File: src/rtl/core/pcse_pkg.sv
// shared types, codes and helper functions for the pulse channel
package pcse_pkg;

  localparam logic [2:0] OP_WRITE     = 3'd0;
  localparam logic [2:0] OP_READ      = 3'd1;
  localparam logic [2:0] OP_DIV_TICK  = 3'd2;
  localparam logic [2:0] OP_ENV_TICK  = 3'd3;
  localparam logic [2:0] OP_LEN_TICK  = 3'd4;
  localparam logic [2:0] OP_SWP_TICK  = 3'd5;

  localparam logic [2:0] REG_SWEEP    = 3'd0;
  localparam logic [2:0] REG_LEN_DUTY = 3'd1;
  localparam logic [2:0] REG_ENVELOPE = 3'd2;
  localparam logic [2:0] REG_PER_LOW  = 3'd3;
  localparam logic [2:0] REG_PER_HIGH = 3'd4;

  localparam logic [10:0] PERIOD_MAX    = 11'h7FF;
  localparam logic [6:0]  LENGTH_FULL   = 7'd64;
  localparam logic [3:0]  SWEEP_DEFAULT = 4'd8;
  localparam logic [7:0]  LEN_READ_MASK = 8'hC0;
  localparam logic [7:0]  HI_READ_MASK  = 8'h40;
  localparam logic [7:0]  LOW_READ_VAL  = 8'hFF;
  localparam logic [2:0]  DIV_LAST_STEP = 3'd7;

  localparam logic [3:0][7:0] DUTY_TABLE = {8'h7E, 8'hE1, 8'h81, 8'h80};

  typedef struct packed {
    logic latch;
    logic exec;
    logic div_step;
    logic sweep2;
    logic load_out;
  } pcse_cmd_t;

  typedef struct packed {
    logic need_div;
    logic need_sweep2;
    logic div_last;
  } pcse_stat_t;

  function automatic logic duty_bit(input logic [1:0] duty, input logic [2:0] step);
    return DUTY_TABLE[duty][~step];
  endfunction

  function automatic logic [11:0] sweep_calc(input logic [10:0] period,
                                             input logic [2:0]  shift,
                                             input logic        neg);
    logic [10:0] delta;
    delta = period >> shift;
    if (neg) begin
      return {1'b0, period} - {1'b0, delta};
    end
    return {1'b0, period} + {1'b0, delta};
  endfunction

endpackage

File: src/rtl/core/pcse_req_if.sv
// event channel carrying opcode, register index and write byte
interface pcse_req_if;
  logic       valid;
  logic       ready;
  logic [2:0] opcode;
  logic [2:0] reg_index;
  logic [7:0] write_data;

  modport source (output valid, opcode, reg_index, write_data, input ready);
  modport sink   (input valid, opcode, reg_index, write_data, output ready);
endinterface

File: src/rtl/core/pcse_rsp_if.sv
// result channel carrying read data and channel status
interface pcse_rsp_if;
  logic       valid;
  logic       ready;
  logic [7:0] read_data;
  logic       wave_bit;
  logic [3:0] volume_level;
  logic       channel_active;

  modport source (output valid, read_data, wave_bit, volume_level, channel_active,
                  input ready);
  modport sink   (input valid, read_data, wave_bit, volume_level, channel_active,
                  output ready);
endinterface

File: src/rtl/core/pcse_datapath.sv
// channel registers, timers, sweep unit, remainder unit and result register
module pcse_datapath (
  input  logic                  clk,
  input  logic                  rst,
  input  logic                  cfg_we,
  input  logic                  cfg_data,
  input  logic [2:0]            opcode,
  input  logic [2:0]            reg_index,
  input  logic [7:0]            write_data,
  input  pcse_pkg::pcse_cmd_t   cmd,
  output pcse_pkg::pcse_stat_t  stat,
  output logic [7:0]            read_data,
  output logic                  wave_bit,
  output logic [3:0]            volume_level,
  output logic                  channel_active
);

  logic        sweep_present;
  logic [7:0]  sweep_setting;
  logic [7:0]  length_duty_setting;
  logic [7:0]  envelope_setting;
  logic [7:0]  period_low_byte;
  logic [7:0]  period_high_ctrl;
  logic [10:0] period_count;
  logic [2:0]  duty_step;
  logic        wave_out;
  logic [3:0]  cur_volume;
  logic [7:0]  env_count;
  logic        sweep_on;
  logic [3:0]  sweep_count;
  logic [10:0] shadow_period;
  logic [6:0]  length_count;
  logic        sweep_disabled;
  logic        length_on;
  logic [2:0]  sweep_period_latched;

  logic [2:0]  op;
  logic [2:0]  ri;
  logic [7:0]  wd;

  logic [2:0]  div_rem;
  logic [7:0]  div_dvd;
  logic [2:0]  div_cnt;

  logic [2:0]  sw_shift;
  logic        sw_neg;
  logic [2:0]  sw_pace;
  logic [2:0]  env_pace;
  logic        dac_on;
  logic        trigger;
  logic [10:0] trig_period;
  logic [10:0] calc_in;
  logic [11:0] calc_out;
  logic [3:0]  sc_dec;
  logic [3:0]  div_trial;
  logic [3:0]  div_rem_next;
  logic [2:0]  duty_step_next;
  logic        active;
  logic [7:0]  rd_value;

  always_comb begin
    sw_shift       = sweep_setting[2:0];
    sw_neg         = sweep_setting[3];
    sw_pace        = sweep_setting[6:4];
    env_pace       = envelope_setting[2:0];
    dac_on         = |envelope_setting[7:3];
    trigger        = wd[7] && dac_on;
    trig_period    = {wd[2:0], period_low_byte};
    calc_in        = (op == pcse_pkg::OP_WRITE) ? trig_period : shadow_period;
    calc_out       = pcse_pkg::sweep_calc(calc_in, sw_shift, sw_neg);
    sc_dec         = (sweep_count != 4'd0) ? sweep_count - 4'd1 : sweep_count;
    div_trial      = {div_rem, div_dvd[7]};
    div_rem_next   = (div_trial >= {1'b0, env_pace}) ? div_trial - {1'b0, env_pace}
                                                     : div_trial;
    duty_step_next = duty_step + 3'd1;
    active         = dac_on && !sweep_disabled && (!length_on || length_count != 7'd0);

    stat.need_div    = (op == pcse_pkg::OP_ENV_TICK) && (env_pace != 3'd0);
    stat.need_sweep2 = (op == pcse_pkg::OP_SWP_TICK) && sweep_present && (sc_dec == 4'd0)
                       && sweep_on && (sweep_period_latched != 3'd0);
    stat.div_last    = (div_cnt == pcse_pkg::DIV_LAST_STEP);

    rd_value = 8'd0;
    if (op == pcse_pkg::OP_READ) begin
      unique case (ri)
        pcse_pkg::REG_SWEEP:    rd_value = sweep_present ? sweep_setting : 8'd0;
        pcse_pkg::REG_LEN_DUTY: rd_value = length_duty_setting & pcse_pkg::LEN_READ_MASK;
        pcse_pkg::REG_ENVELOPE: rd_value = envelope_setting;
        pcse_pkg::REG_PER_LOW:  rd_value = pcse_pkg::LOW_READ_VAL;
        pcse_pkg::REG_PER_HIGH: rd_value = period_high_ctrl & pcse_pkg::HI_READ_MASK;
        default:                rd_value = 8'd0;
      endcase
    end
  end

  always_ff @(posedge clk) begin
    if (cmd.latch) begin
      op <= opcode;
      ri <= reg_index;
      wd <= write_data;
    end
    if (cmd.load_out) begin
      read_data      <= rd_value;
      wave_bit       <= active && wave_out;
      volume_level   <= cur_volume;
      channel_active <= active;
    end
    if (cmd.exec) begin
      div_rem <= 3'd0;
      div_dvd <= env_count + 8'd1;
      div_cnt <= 3'd0;
    end else if (cmd.div_step) begin
      div_rem <= div_rem_next[2:0];
      div_dvd <= {div_dvd[6:0], 1'b0};
      div_cnt <= div_cnt + 3'd1;
    end
  end

  always_ff @(posedge clk) begin
    if (rst) begin
      sweep_present        <= 1'b1;
      sweep_setting        <= '0;
      length_duty_setting  <= '0;
      envelope_setting     <= '0;
      period_low_byte      <= '0;
      period_high_ctrl     <= '0;
      period_count         <= '0;
      duty_step            <= '0;
      wave_out             <= 1'b0;
      cur_volume           <= '0;
      env_count            <= '0;
      sweep_on             <= 1'b0;
      sweep_count          <= '0;
      shadow_period        <= '0;
      length_count         <= '0;
      sweep_disabled       <= 1'b0;
      length_on            <= 1'b0;
      sweep_period_latched <= '0;
    end else begin
      if (cfg_we) begin
        sweep_present <= cfg_data;
      end
      if (cmd.exec) begin
        unique case (op)
          pcse_pkg::OP_WRITE: begin
            unique case (ri)
              pcse_pkg::REG_SWEEP: begin
                if (sweep_present) begin
                  sweep_setting <= wd;
                end
              end
              pcse_pkg::REG_LEN_DUTY: begin
                length_duty_setting <= wd;
                length_count        <= pcse_pkg::LENGTH_FULL - {1'b0, wd[5:0]};
              end
              pcse_pkg::REG_ENVELOPE: envelope_setting <= wd;
              pcse_pkg::REG_PER_LOW:  period_low_byte  <= wd;
              pcse_pkg::REG_PER_HIGH: begin
                period_high_ctrl <= wd;
                sweep_disabled   <= trigger && sweep_present && (sw_shift != 3'd0)
                                    && calc_out[11];
                length_on        <= wd[6];
                if (trigger) begin
                  if (length_count == 7'd0) begin
                    length_count <= pcse_pkg::LENGTH_FULL
                                    - {1'b0, length_duty_setting[5:0]};
                  end
                  env_count    <= '0;
                  period_count <= trig_period;
                  cur_volume   <= envelope_setting[7:4];
                  if (sweep_present) begin
                    shadow_period        <= trig_period;
                    sweep_count          <= (sw_pace != 3'd0) ? {1'b0, sw_pace}
                                                              : pcse_pkg::SWEEP_DEFAULT;
                    sweep_period_latched <= sw_pace;
                    sweep_on             <= (sw_pace != 3'd0) || (sw_shift != 3'd0);
                  end
                end
              end
              default: ;
            endcase
          end
          pcse_pkg::OP_DIV_TICK: begin
            if (period_count == pcse_pkg::PERIOD_MAX) begin
              period_count <= {period_high_ctrl[2:0], period_low_byte};
              duty_step    <= duty_step_next;
              wave_out     <= pcse_pkg::duty_bit(length_duty_setting[7:6], duty_step_next);
            end else begin
              period_count <= period_count + 11'd1;
            end
          end
          pcse_pkg::OP_ENV_TICK: env_count <= env_count + 8'd1;
          pcse_pkg::OP_LEN_TICK: begin
            if (length_count != 7'd0) begin
              length_count <= length_count - 7'd1;
            end
          end
          pcse_pkg::OP_SWP_TICK: begin
            if (sweep_present) begin
              if (sc_dec == 4'd0) begin
                sweep_count <= (sweep_period_latched != 3'd0)
                               ? {1'b0, sweep_period_latched} : pcse_pkg::SWEEP_DEFAULT;
                if (sweep_on && sweep_period_latched != 3'd0) begin
                  if (calc_out[11]) begin
                    sweep_disabled <= 1'b1;
                  end else if (sw_shift != 3'd0) begin
                    period_count     <= calc_out[10:0];
                    shadow_period    <= calc_out[10:0];
                    period_low_byte  <= calc_out[7:0];
                    period_high_ctrl <= {period_high_ctrl[7:3], calc_out[10:8]};
                  end
                  sweep_period_latched <= sw_pace;
                end
              end else begin
                sweep_count <= sc_dec;
              end
            end
          end
          default: ;
        endcase
      end
      if (cmd.div_step && stat.div_last && div_rem_next == 4'd0) begin
        if (envelope_setting[3]) begin
          if (cur_volume != 4'd15) begin
            cur_volume <= cur_volume + 4'd1;
          end
        end else if (cur_volume != 4'd0) begin
          cur_volume <= cur_volume - 4'd1;
        end
      end
      if (cmd.sweep2 && calc_out[11]) begin
        sweep_disabled <= 1'b1;
      end
    end
  end

endmodule

File: src/rtl/core/pcse_controller.sv
// sequencing state machine and result valid flag
module pcse_controller (
  input  logic                  clk,
  input  logic                  rst,
  input  logic                  req_valid,
  output logic                  req_ready,
  output logic                  rsp_valid,
  input  logic                  rsp_ready,
  input  pcse_pkg::pcse_stat_t  stat,
  output pcse_pkg::pcse_cmd_t   cmd
);

  typedef enum logic [4:0] {
    ST_IDLE  = 5'b00001,
    ST_EXEC  = 5'b00010,
    ST_DIV   = 5'b00100,
    ST_SWEEP = 5'b01000,
    ST_DONE  = 5'b10000
  } pcse_state_t;

  pcse_state_t state;
  pcse_state_t state_next;
  logic        rsp_valid_next;

  always_comb begin
    req_ready      = (state == ST_IDLE);
    cmd            = '0;
    cmd.latch      = req_valid && req_ready;
    state_next     = state;
    rsp_valid_next = rsp_valid && !rsp_ready;
    unique case (state)
      ST_IDLE: begin
        if (req_valid) begin
          state_next = ST_EXEC;
        end
      end
      ST_EXEC: begin
        cmd.exec = 1'b1;
        priority if (stat.need_div) begin
          state_next = ST_DIV;
        end else if (stat.need_sweep2) begin
          state_next = ST_SWEEP;
        end else begin
          state_next = ST_DONE;
        end
      end
      ST_DIV: begin
        cmd.div_step = 1'b1;
        if (stat.div_last) begin
          state_next = ST_DONE;
        end
      end
      ST_SWEEP: begin
        cmd.sweep2 = 1'b1;
        state_next = ST_DONE;
      end
      ST_DONE: begin
        if (!rsp_valid || rsp_ready) begin
          cmd.load_out   = 1'b1;
          rsp_valid_next = 1'b1;
          state_next     = ST_IDLE;
        end
      end
      default: state_next = ST_IDLE;
    endcase
  end

  always_ff @(posedge clk) begin
    if (rst) begin
      state     <= ST_IDLE;
      rsp_valid <= 1'b0;
    end else begin
      state     <= state_next;
      rsp_valid <= rsp_valid_next;
    end
  end

endmodule

File: src/rtl/core/pulse_channel_sweep_envelope_top.sv
// top level of the square-wave channel with sweep, envelope and length
//
//   channel | dir | payload                                         | handshake
//   req     | in  | opcode, reg_index, write_data                   | valid/ready
//   rsp     | out | read_data, wave_bit, volume_level, channel_active | valid/ready
//   cfg     | in  | cfg_data (sweep_present)                        | cfg_we
//
// one event at a time: the next event is accepted only once the last one is done
// a sweep tick that runs the sweep step also passes through the sweep state (second target check)
// an envelope tick with nonzero pace also passes through the div state (8-step remainder unit)
// the result register lets a new event enter while the last result waits
// rst is synchronous; sweep_present resets to 1, all channel state to 0
module pulse_channel_sweep_envelope_top (
  input  logic        clk,
  input  logic        rst,
  input  logic        cfg_we,
  input  logic        cfg_data,
  pcse_req_if.sink    req,
  pcse_rsp_if.source  rsp
);

  pcse_pkg::pcse_cmd_t  cmd;
  pcse_pkg::pcse_stat_t stat;

  pcse_controller u_ctrl (
    .clk       (clk),
    .rst       (rst),
    .req_valid (req.valid),
    .req_ready (req.ready),
    .rsp_valid (rsp.valid),
    .rsp_ready (rsp.ready),
    .stat      (stat),
    .cmd       (cmd)
  );

  pcse_datapath u_dp (
    .clk            (clk),
    .rst            (rst),
    .cfg_we         (cfg_we),
    .cfg_data       (cfg_data),
    .opcode         (req.opcode),
    .reg_index      (req.reg_index),
    .write_data     (req.write_data),
    .cmd            (cmd),
    .stat           (stat),
    .read_data      (rsp.read_data),
    .wave_bit       (rsp.wave_bit),
    .volume_level   (rsp.volume_level),
    .channel_active (rsp.channel_active)
  );

  a_one_at_a_time: assert property (@(posedge clk) disable iff (rst)
    req.valid && req.ready |=> !req.ready)
    else $error("event accepted while previous one still in work");

  a_result_after_work: assert property (@(posedge clk) disable iff (rst)
    $rose(rsp.valid) |-> !$past(req.ready))
    else $error("result raised without an event in work");

  a_inactive_silent: assert property (@(posedge clk) disable iff (rst)
    rsp.valid && !rsp.channel_active |-> !rsp.wave_bit)
    else $error("wave bit high on inactive channel");

endmodule

File: src/flat_wrapper.sv
// flat-port wrapper written by rule: the top's interface ports become plain ports
module pulse_channel_sweep_envelope_top_flat 
  (clk, rst, cfg_we, cfg_data, req_valid, req_opcode, req_reg_index, req_write_data, req_ready, rsp_valid, rsp_read_data, rsp_wave_bit, rsp_volume_level, rsp_channel_active, rsp_ready);
  pcse_req_if req_i ();
  pcse_rsp_if rsp_i ();
  input  logic clk;
  input  logic rst;
  input  logic cfg_we;
  input  logic cfg_data;
  input wire logic [$bits(req_i.valid)-1:0] req_valid;
  input wire logic [$bits(req_i.opcode)-1:0] req_opcode;
  input wire logic [$bits(req_i.reg_index)-1:0] req_reg_index;
  input wire logic [$bits(req_i.write_data)-1:0] req_write_data;
  output wire logic [$bits(req_i.ready)-1:0] req_ready;
  output wire logic [$bits(rsp_i.valid)-1:0] rsp_valid;
  output wire logic [$bits(rsp_i.read_data)-1:0] rsp_read_data;
  output wire logic [$bits(rsp_i.wave_bit)-1:0] rsp_wave_bit;
  output wire logic [$bits(rsp_i.volume_level)-1:0] rsp_volume_level;
  output wire logic [$bits(rsp_i.channel_active)-1:0] rsp_channel_active;
  input wire logic [$bits(rsp_i.ready)-1:0] rsp_ready;
  assign req_i.valid = req_valid;
  assign req_i.opcode = req_opcode;
  assign req_i.reg_index = req_reg_index;
  assign req_i.write_data = req_write_data;
  assign req_ready = req_i.ready;
  assign rsp_valid = rsp_i.valid;
  assign rsp_read_data = rsp_i.read_data;
  assign rsp_wave_bit = rsp_i.wave_bit;
  assign rsp_volume_level = rsp_i.volume_level;
  assign rsp_channel_active = rsp_i.channel_active;
  assign rsp_i.ready = rsp_ready;
  pulse_channel_sweep_envelope_top u_core (.clk(clk), .rst(rst), .cfg_we(cfg_we), .cfg_data(cfg_data), .req(req_i), .rsp(rsp_i));
endmodule
File: config.mk
export PLATFORM = sky130hd
export DESIGN_NAME = pulse_channel_sweep_envelope_top_flat
export DESIGN_NICKNAME = d
export VERILOG_FILES = /design/src/rtl/core/pcse_pkg.sv /design/src/rtl/core/pcse_req_if.sv /design/src/rtl/core/pcse_rsp_if.sv /design/src/rtl/core/pcse_datapath.sv /design/src/rtl/core/pcse_controller.sv /design/src/rtl/core/pulse_channel_sweep_envelope_top.sv /design/src/flat_wrapper.sv
export SDC_FILE = /design/constraint.sdc
export NUM_CORES = 1
export LEC_CHECK = 0
export BUFFER_PORTS_ARGS = -buffer_cell sky130_fd_sc_hd__buf_2
export CORE_MARGIN = 3
export CORE_UTILIZATION = 60
export CTS_CLUSTER_DIAMETER = 80
export DETAILED_ROUTE_END_ITERATION = 8
export GPL_ROUTABILITY_DRIVEN = 0
export PLACE_DENSITY = 0.78
export SYNTH_ARGS = -nofsm -noshare
export SYNTH_HDL_FRONTEND = slang
export SYNTH_SLANG_ARGS = --single-unit
File: constraint.sdc
create_clock -name clk -period 10.9 [get_ports clk]
set_input_delay 0 -clock clk [delete_from_list [all_inputs] [get_ports clk]]
set_output_delay 0 -clock clk [all_outputs]
set_load 0.01 [all_outputs]
# Yosys cells after proc, flatten, opt, wreduce, memory -nomap -nowiden
# Index checks and enable logic that the tools add are counted.
# classes
add_sub_neg,13
magnitude_cmp,3
n_eq_ne,38
shift,1
n_mux,93
n_bitwise,2
n_reduce_logical,62
# ops
cell,count
$mux W11,12
$mux W8,12
$mux W4,17
$pmux W7 S2,3
$pmux W8 S5,1
$mux W3,11
$pmux W11 S3,1
$pmux W8 S2,2
$mux W7,4
$mux W5,5
$pmux W5 S5,1
$mux W12,2
$reduce_and A8 Y1,3
$pmux W11 S2,1
$logic_and A1 B1 Y1,18
$reduce_bool A3 Y1,6
$bmux W8 S2,1
$mux W1,16
$ne A2 B2 Y1 const B,8
$reduce_and A3 Y1,5
$sub A7 B6 Y7 const A,2
$add A11 B11 Y12,1
$eq A3 B2 Y1 const B,4
$eq A3 B3 Y1 const B,4
other kinds (45),72
# word_totals
reg_bits,143
inputBits,20
out_inout_bits,16
wordCells,243

# Logic depth before layout (Yosys ltp)
# logic_depth
depth_word,13
mapped_depth,24
depth_no_buf,21

# Hierarchy
# From an unflattened synthesis, not the netlist that was laid out.
# hier_totals
cells_unflattened,1047
hier_area_um2,9066.2
# modules_own_cells
module,n_inst,cells_per_inst,area_each_um2,seq_area_each_um2
pcse_datapath,1,1008,8694.6,3042.9
pcse_controller,1,39,371.6,120.1

# Worst setup path before layout
# OpenSTA, ideal clock, no wires.
# synth_timing
path_type,reg2reg
start,register u_core.u_dp.op[1]
end,register u_core.u_dp.period_low_byte[1]
setup_ns,0.121
t_arrival_ns,4.732
required_time_ns,10.779
setup_slack_ns,6.047
stages_incl_launch_ff,20
path_buffers,2
synth_period_minus_slack_ns,4.853
cell_sequence,edfxtp_1 -> nor3_2 -> buf_4 -> mux4_2 -> mux2i_1 -> inv_1 -> ha_1 -> nor2_1 -> xnor2_1 -> ha_1 -> o2111ai_1 -> and3_1 -> or3_1 -> a2bb2oi_1 -> a31oi_1 -> o311a_1 -> and2_4 -> a21o_1 -> buf_6 -> mux2_4
# synth_via
elab_chain_len,12
elab_cells_between_ends,22
cone_classes,add/sub: 2; eq/ne: 7; shift: 1; mux: 9; reduce/logical: 3
# synth_rtl
item,line_no,rtl
"start, declared",pcse_datapath.sv:37,logic [2:0] op;
"start signal, assigned",pcse_datapath.sv:98,op <= opcode;
$logic_not A3 Y1,"pcse_datapath.sv:69, pcse_datapath.sv:144",
$mux W11,pcse_datapath.sv:69,calc_in = (op == pcse_pkg::OP_WRITE) ? trig_period : shadow_period;
$shr A11 B3 Y11,pcse_pkg.sv:49,delta = period >> shift;
$sub A11 B11 Y12,pcse_pkg.sv:51,"return {1'b0, period} - {1'b0, delta};"
$mux W12,pcse_pkg.sv:50,if (neg) begin
$mux W12,pcse_pkg.sv:53,"return {1'b0, period} + {1'b0, delta};"
$mux W8,pcse_datapath.sv:206,end else if (sw_shift != 3'd0) begin
$mux W8,pcse_datapath.sv:204,if (calc_out[11]) begin
$mux W8,pcse_datapath.sv:203,if (sweep_on && sweep_period_latched != 3'd0) begin
$mux W8,pcse_datapath.sv:200,if (sc_dec == 4'd0) begin
$mux W8,pcse_datapath.sv:199,if (sweep_present) begin
$pmux W8 S2,pcse_datapath.sv:144,unique case (op)
"end signal, assigned",pcse_datapath.sv:157,pcse_pkg::REG_PER_LOW: period_low_byte <= wd;
"end signal, assigned",pcse_datapath.sv:209,period_low_byte <= calc_out[7:0];
"end, declared",pcse_datapath.sv:22,logic [7:0] period_low_byte;
# Parallel ways exist; a longest one is shown, timed or not. The select of a mux whose other input is x is not followed.
# A chain may end at the register's enable or synchronous reset.

# Worst setup path after layout
# layout_timing
start,register u_core.u_dp.op[1]
end,register u_core.u_dp.period_count[6]
# layout_via
elab_chain_len,12
elab_cells_between_ends,24
cone_classes,add/sub: 2; eq/ne: 9; shift: 1; mux: 9; reduce/logical: 3
# layout_rtl
item,line_no,rtl
$logic_not A3 Y1,"pcse_datapath.sv:69, pcse_datapath.sv:144",
$mux W11,pcse_datapath.sv:69,
$shr A11 B3 Y11,pcse_pkg.sv:49,
$sub A11 B11 Y12,pcse_pkg.sv:51,
$mux W12,pcse_pkg.sv:50,
$mux W12,pcse_pkg.sv:53,
$mux W11,pcse_datapath.sv:206,
$mux W11,pcse_datapath.sv:204,
$mux W11,pcse_datapath.sv:203,
$mux W11,pcse_datapath.sv:200,
$mux W11,pcse_datapath.sv:199,
$pmux W11 S3,pcse_datapath.sv:144,
"end signal, assigned",pcse_datapath.sv:169,period_count <= trig_period;
"end signal, assigned",pcse_datapath.sv:189,period_count <= period_count + 11'd1;
"end signal, assigned",pcse_datapath.sv:207,period_count <= calc_out[10:0];
"end, declared",pcse_datapath.sv:24,logic [10:0] period_count;
# Parallel ways exist; a longest one is shown, timed or not. The select of a mux whose other input is x is not followed.

==> results.md <==
* Synth top area cells: dfxtp_1 23%, edfxtp_1 12%, mux2i_1 8.2%
* R2r setup slk at between 4 and 5 ns
* Final #Nets at 1,166
* Clk slew on worst S/H paths at roughly 0.070 ns
* Yosys top cell area share at 22.7%
* EDFF count, synth at 36
* Worst vdd ir at 120 uV
* Max_cap viols at 0
* Pwr Total at 1.51 mW
* Final Cycle Share at 55.8%
* CP Data Arrival Time at 6.37 ns
* Static Leak at 3.99 nW
* HPWL after DPL at 16,900 um
* Clk root buf: clkbuf_16
* Share of cells above drive strength 1 at 9.51%
* Row cnt at 44
* DR WL met3 at 2000 um
* DR WL/cell at 18.3 um
* Worst R2R Path Depth at 19
* Worst Tran Pin Value at 1.20 ns
* Area growth syn-to-layout at 10.3%
* Yosys cell types at between 80 and 90
* # IOs at 36
* Unrepaired setup endpoints after global routing: no
* Initial Util at 62.1%
* Post-synthesis register bit count at 140
* Hold path endpoint: u_core.u_dp.length_count[5]
* Mapped Nets at 1,150
* Worst min path class: in2reg
* Total grt overflow at 0
* Chip width at between 100 and 150 um
* Placed Cells at 1,270
* Remaining DRCs at 0
* Antenna viol nets, final at 0
* CTS Buffer Depth at 2
* Yosys top cell by area: dfxtp_1
* Clk_skew at 0.00972 ns
* Async SR Flop Fraction at 0%
* Final TNS setup at 0 ns
* Crit. End Element: flop
* Clock latency on the worst-skew pair at around 0.42 ns
* PortBufs at 35
* DR top layer: met4
* Largest net degree at the start of global routing at 48
* Mux cell area share after synthesis at 10.9%
* Syn avg cell area at around 8.3 um2
* WS Path Type: reg2reg
* Status: finished clean
* Xor and xnor area share after synthesis at 3.72%
* Die Y at 130 um
* Vias in the first global route at 7,469
* Cells after Synth at 1,107
* Worst Path Required at approximately 11 ns
* Synth Area in Simple Gates at 22.4%
* Min-delay src: rst
* Clock sink count at 140
* Postcts setup bufs at 0
* Ys flop type: dfxtp_1
* Crit-path max FO at 31
* H-tree lvl count at 4
* CTS Buf Count at 17
* Max-slew violation count at 0
* Total Routed Length at 24,100 um
* Resize count post-CTS at 0
* Slew HR at 19.6%
* Total die area at around 17,000 um2
* Vias/cell at approximately 6.4
* Top cells by count, synth: 132 x nor2_1, 114 x nand2_1, 104 x dfxtp_1, 86 x a21oi_1, 75 x mux2i_1
* Pwr per Cell Area at between 100 and 150 nW/um2
* Worst Hold Depth at 3
* Wl on met1 at approximately 11,000 um
* Setup crit start kind: flop
* Hold Vio Cnt, Final at 0
* DR iter-0 viols at approximately 950
* Fin crit period at between 6 and 7 ns
* FMAX at ~0.16 GHz
* Metal2 WL at 10,400 um
* Sequential-to-total area share from yosys stat at roughly 35%
* RR Startpoint: u_core.u_dp.op[1]
* DR vias at 8,422
* Setup violations, final at 0
* Layout fillers at 1,230
* Antenna violations before repair at 0
* Synth Warn # at 0
* Compound-Gate Fraction of Synth Area at 20.4%
* Synth Area in Adders at 3.55%
* Core ar. at 14,800 um2
* R2R Path End: u_core.u_dp.period_count[6]
* Global-route wire length before repair at 38,500 um
* Detailed Routing Iterations Pass 1 at 5
* CTS tree: done
* All-Layer GR Usage at between 20% and 30%
* Most frequent cell after synthesis: nor2_1
* Layout Cells excl Fill at 1,320
* Antenna fix cells at 0
* Mapped cell area at 9160 um2
* Largest family of logic cells by synthesized area: simple AND/OR/NAND/NOR gates
how the worst max path moves through the flow:
stage,to,start
2_1_floorplan,u_core.u_dp.period_low_byte[1],u_core.u_dp.op[1]
3_3_place_gp,u_core.u_dp.period_count[6],u_core.u_dp.op[1]
3_5_place_dp,u_core.u_dp.period_count[6],u_core.u_dp.op[1]
4_1_cts,u_core.u_dp.period_count[6],u_core.u_dp.op[1]
5_1_grt,u_core.u_dp.period_count[8],u_core.u_dp.op[1]
6_report,u_core.u_dp.period_count[6],u_core.u_dp.op[1]
repair_timing:
item / CTS / global route
endpoints found under the setup margin: 0 / 0
hold buffers: 18 / 0
endpoints found under the hold margin: 17 / 0
metal layers:
metal | global-route usage, % | up-vias
met3 | 5.44 | 51
met2 | 44.1 | 360
met5 | 0 | -
met4 | 10.3 | 0
met1 | 41.2 | 3942
li1 | - | 4069
state kept, by name, summed over array words and instances, names as in the netlist, 5 cells and up:
register and flops:
u_core.u_ctrl.state 5, u_core.u_dp.div_dvd 8, u_core.u_dp.env_count 8, u_core.u_dp.envelope_setting 8, u_core.u_dp.length_count 7, u_core.u_dp.length_duty_setting 8
u_core.u_dp.period_count 11, u_core.u_dp.period_low_byte 8, u_core.u_dp.read_data 8, u_core.u_dp.shadow_period 11, u_core.u_dp.sweep_setting 8, u_core.u_dp.wd 8
cell families (layout without fill, tap and decap cells):
kind of cell	Yosys count	in the layout
simple gates	426	426
buf+inv	104	133
xor+xnor	38	38
fa+ha+maj	26	26
compound gates	284	284
flops	140	140
mux	89	89
cell type report:
class	count	area (um2)	area share [%]
Tap cell	184	230	2.28
Clock inverter	12	114	1.13
Inverter	39	146	1.45
Multi-Input combinational cell	863	5590	55.3
Sequential cell	140	3160	31.3
Clock buffer	20	437	4.32
Timing Repair Buffer	62	423	4.19
per-stage QoR:
stage	worst slack, ns	hold WS [ns]	cell area, um2	utilization [%]
4_1_cts	4.87	0.138	10100	68.5
5_1_grt	4.27	0.176	10100	68.5
3_5_place_dp	4.88	0.179	9370	63.5
2_1_floorplan	6.05	0.0989	9160	-
6_report	4.81	0.146	10100	68.5
3_3_place_gp	5.17	0.182	9370	63.5
critical path: stages (launching register included):
cell and delay, ns:
edfxtp_1 0.58, nor3_4 0.23, buf_4 0.41, mux2i_1 0.51, o22ai_1 0.20, nor2_1 0.23, inv_1 0.07, ha_1 0.20
nor2_1 0.12, xnor2_1 0.09, ha_1 0.35, o2111ai_1 0.17, and3_1 0.21, or3_1 0.39, a2bb2oi_1 0.25, a31oi_1 0.27
o311a_1 0.47, a31oi_2 0.82, o2111a_1 0.31, nor3_1 0.04
where the power goes:
part / switching (mW) / total (mW) / internal, mW
Combinational: 0.212 / 0.338 / 0.126
Clock: 0.236 / 0.552 / 0.316
Sequential: 0.0521 / 0.621 / 0.569
cell usage in the layout (no fill, tap or decap), drive strengths merged, types with 12 or more instances in the layout:
| cell | instances |
|---|---|
| clkbuf | 20 |
| dlygate4sd3 | 18 |
| nor3 | 24 |
| nand3 | 37 |
| a21oi | 87 |
| nor2 | 132 |
| a211oi | 21 |
| inv | 44 |
| buf | 44 |
| o21ai | 59 |
| mux2i | 75 |
| xor2 | 13 |
| xnor2 | 25 |
| nor2b | 13 |
| nand3b | 12 |
| and3 | 23 |
| and2 | 12 |
| edfxtp | 36 |
| dfxtp | 104 |
| nand2 | 114 |
| ha | 22 |
No activity file was read; power rests on OpenSTA's default activity.
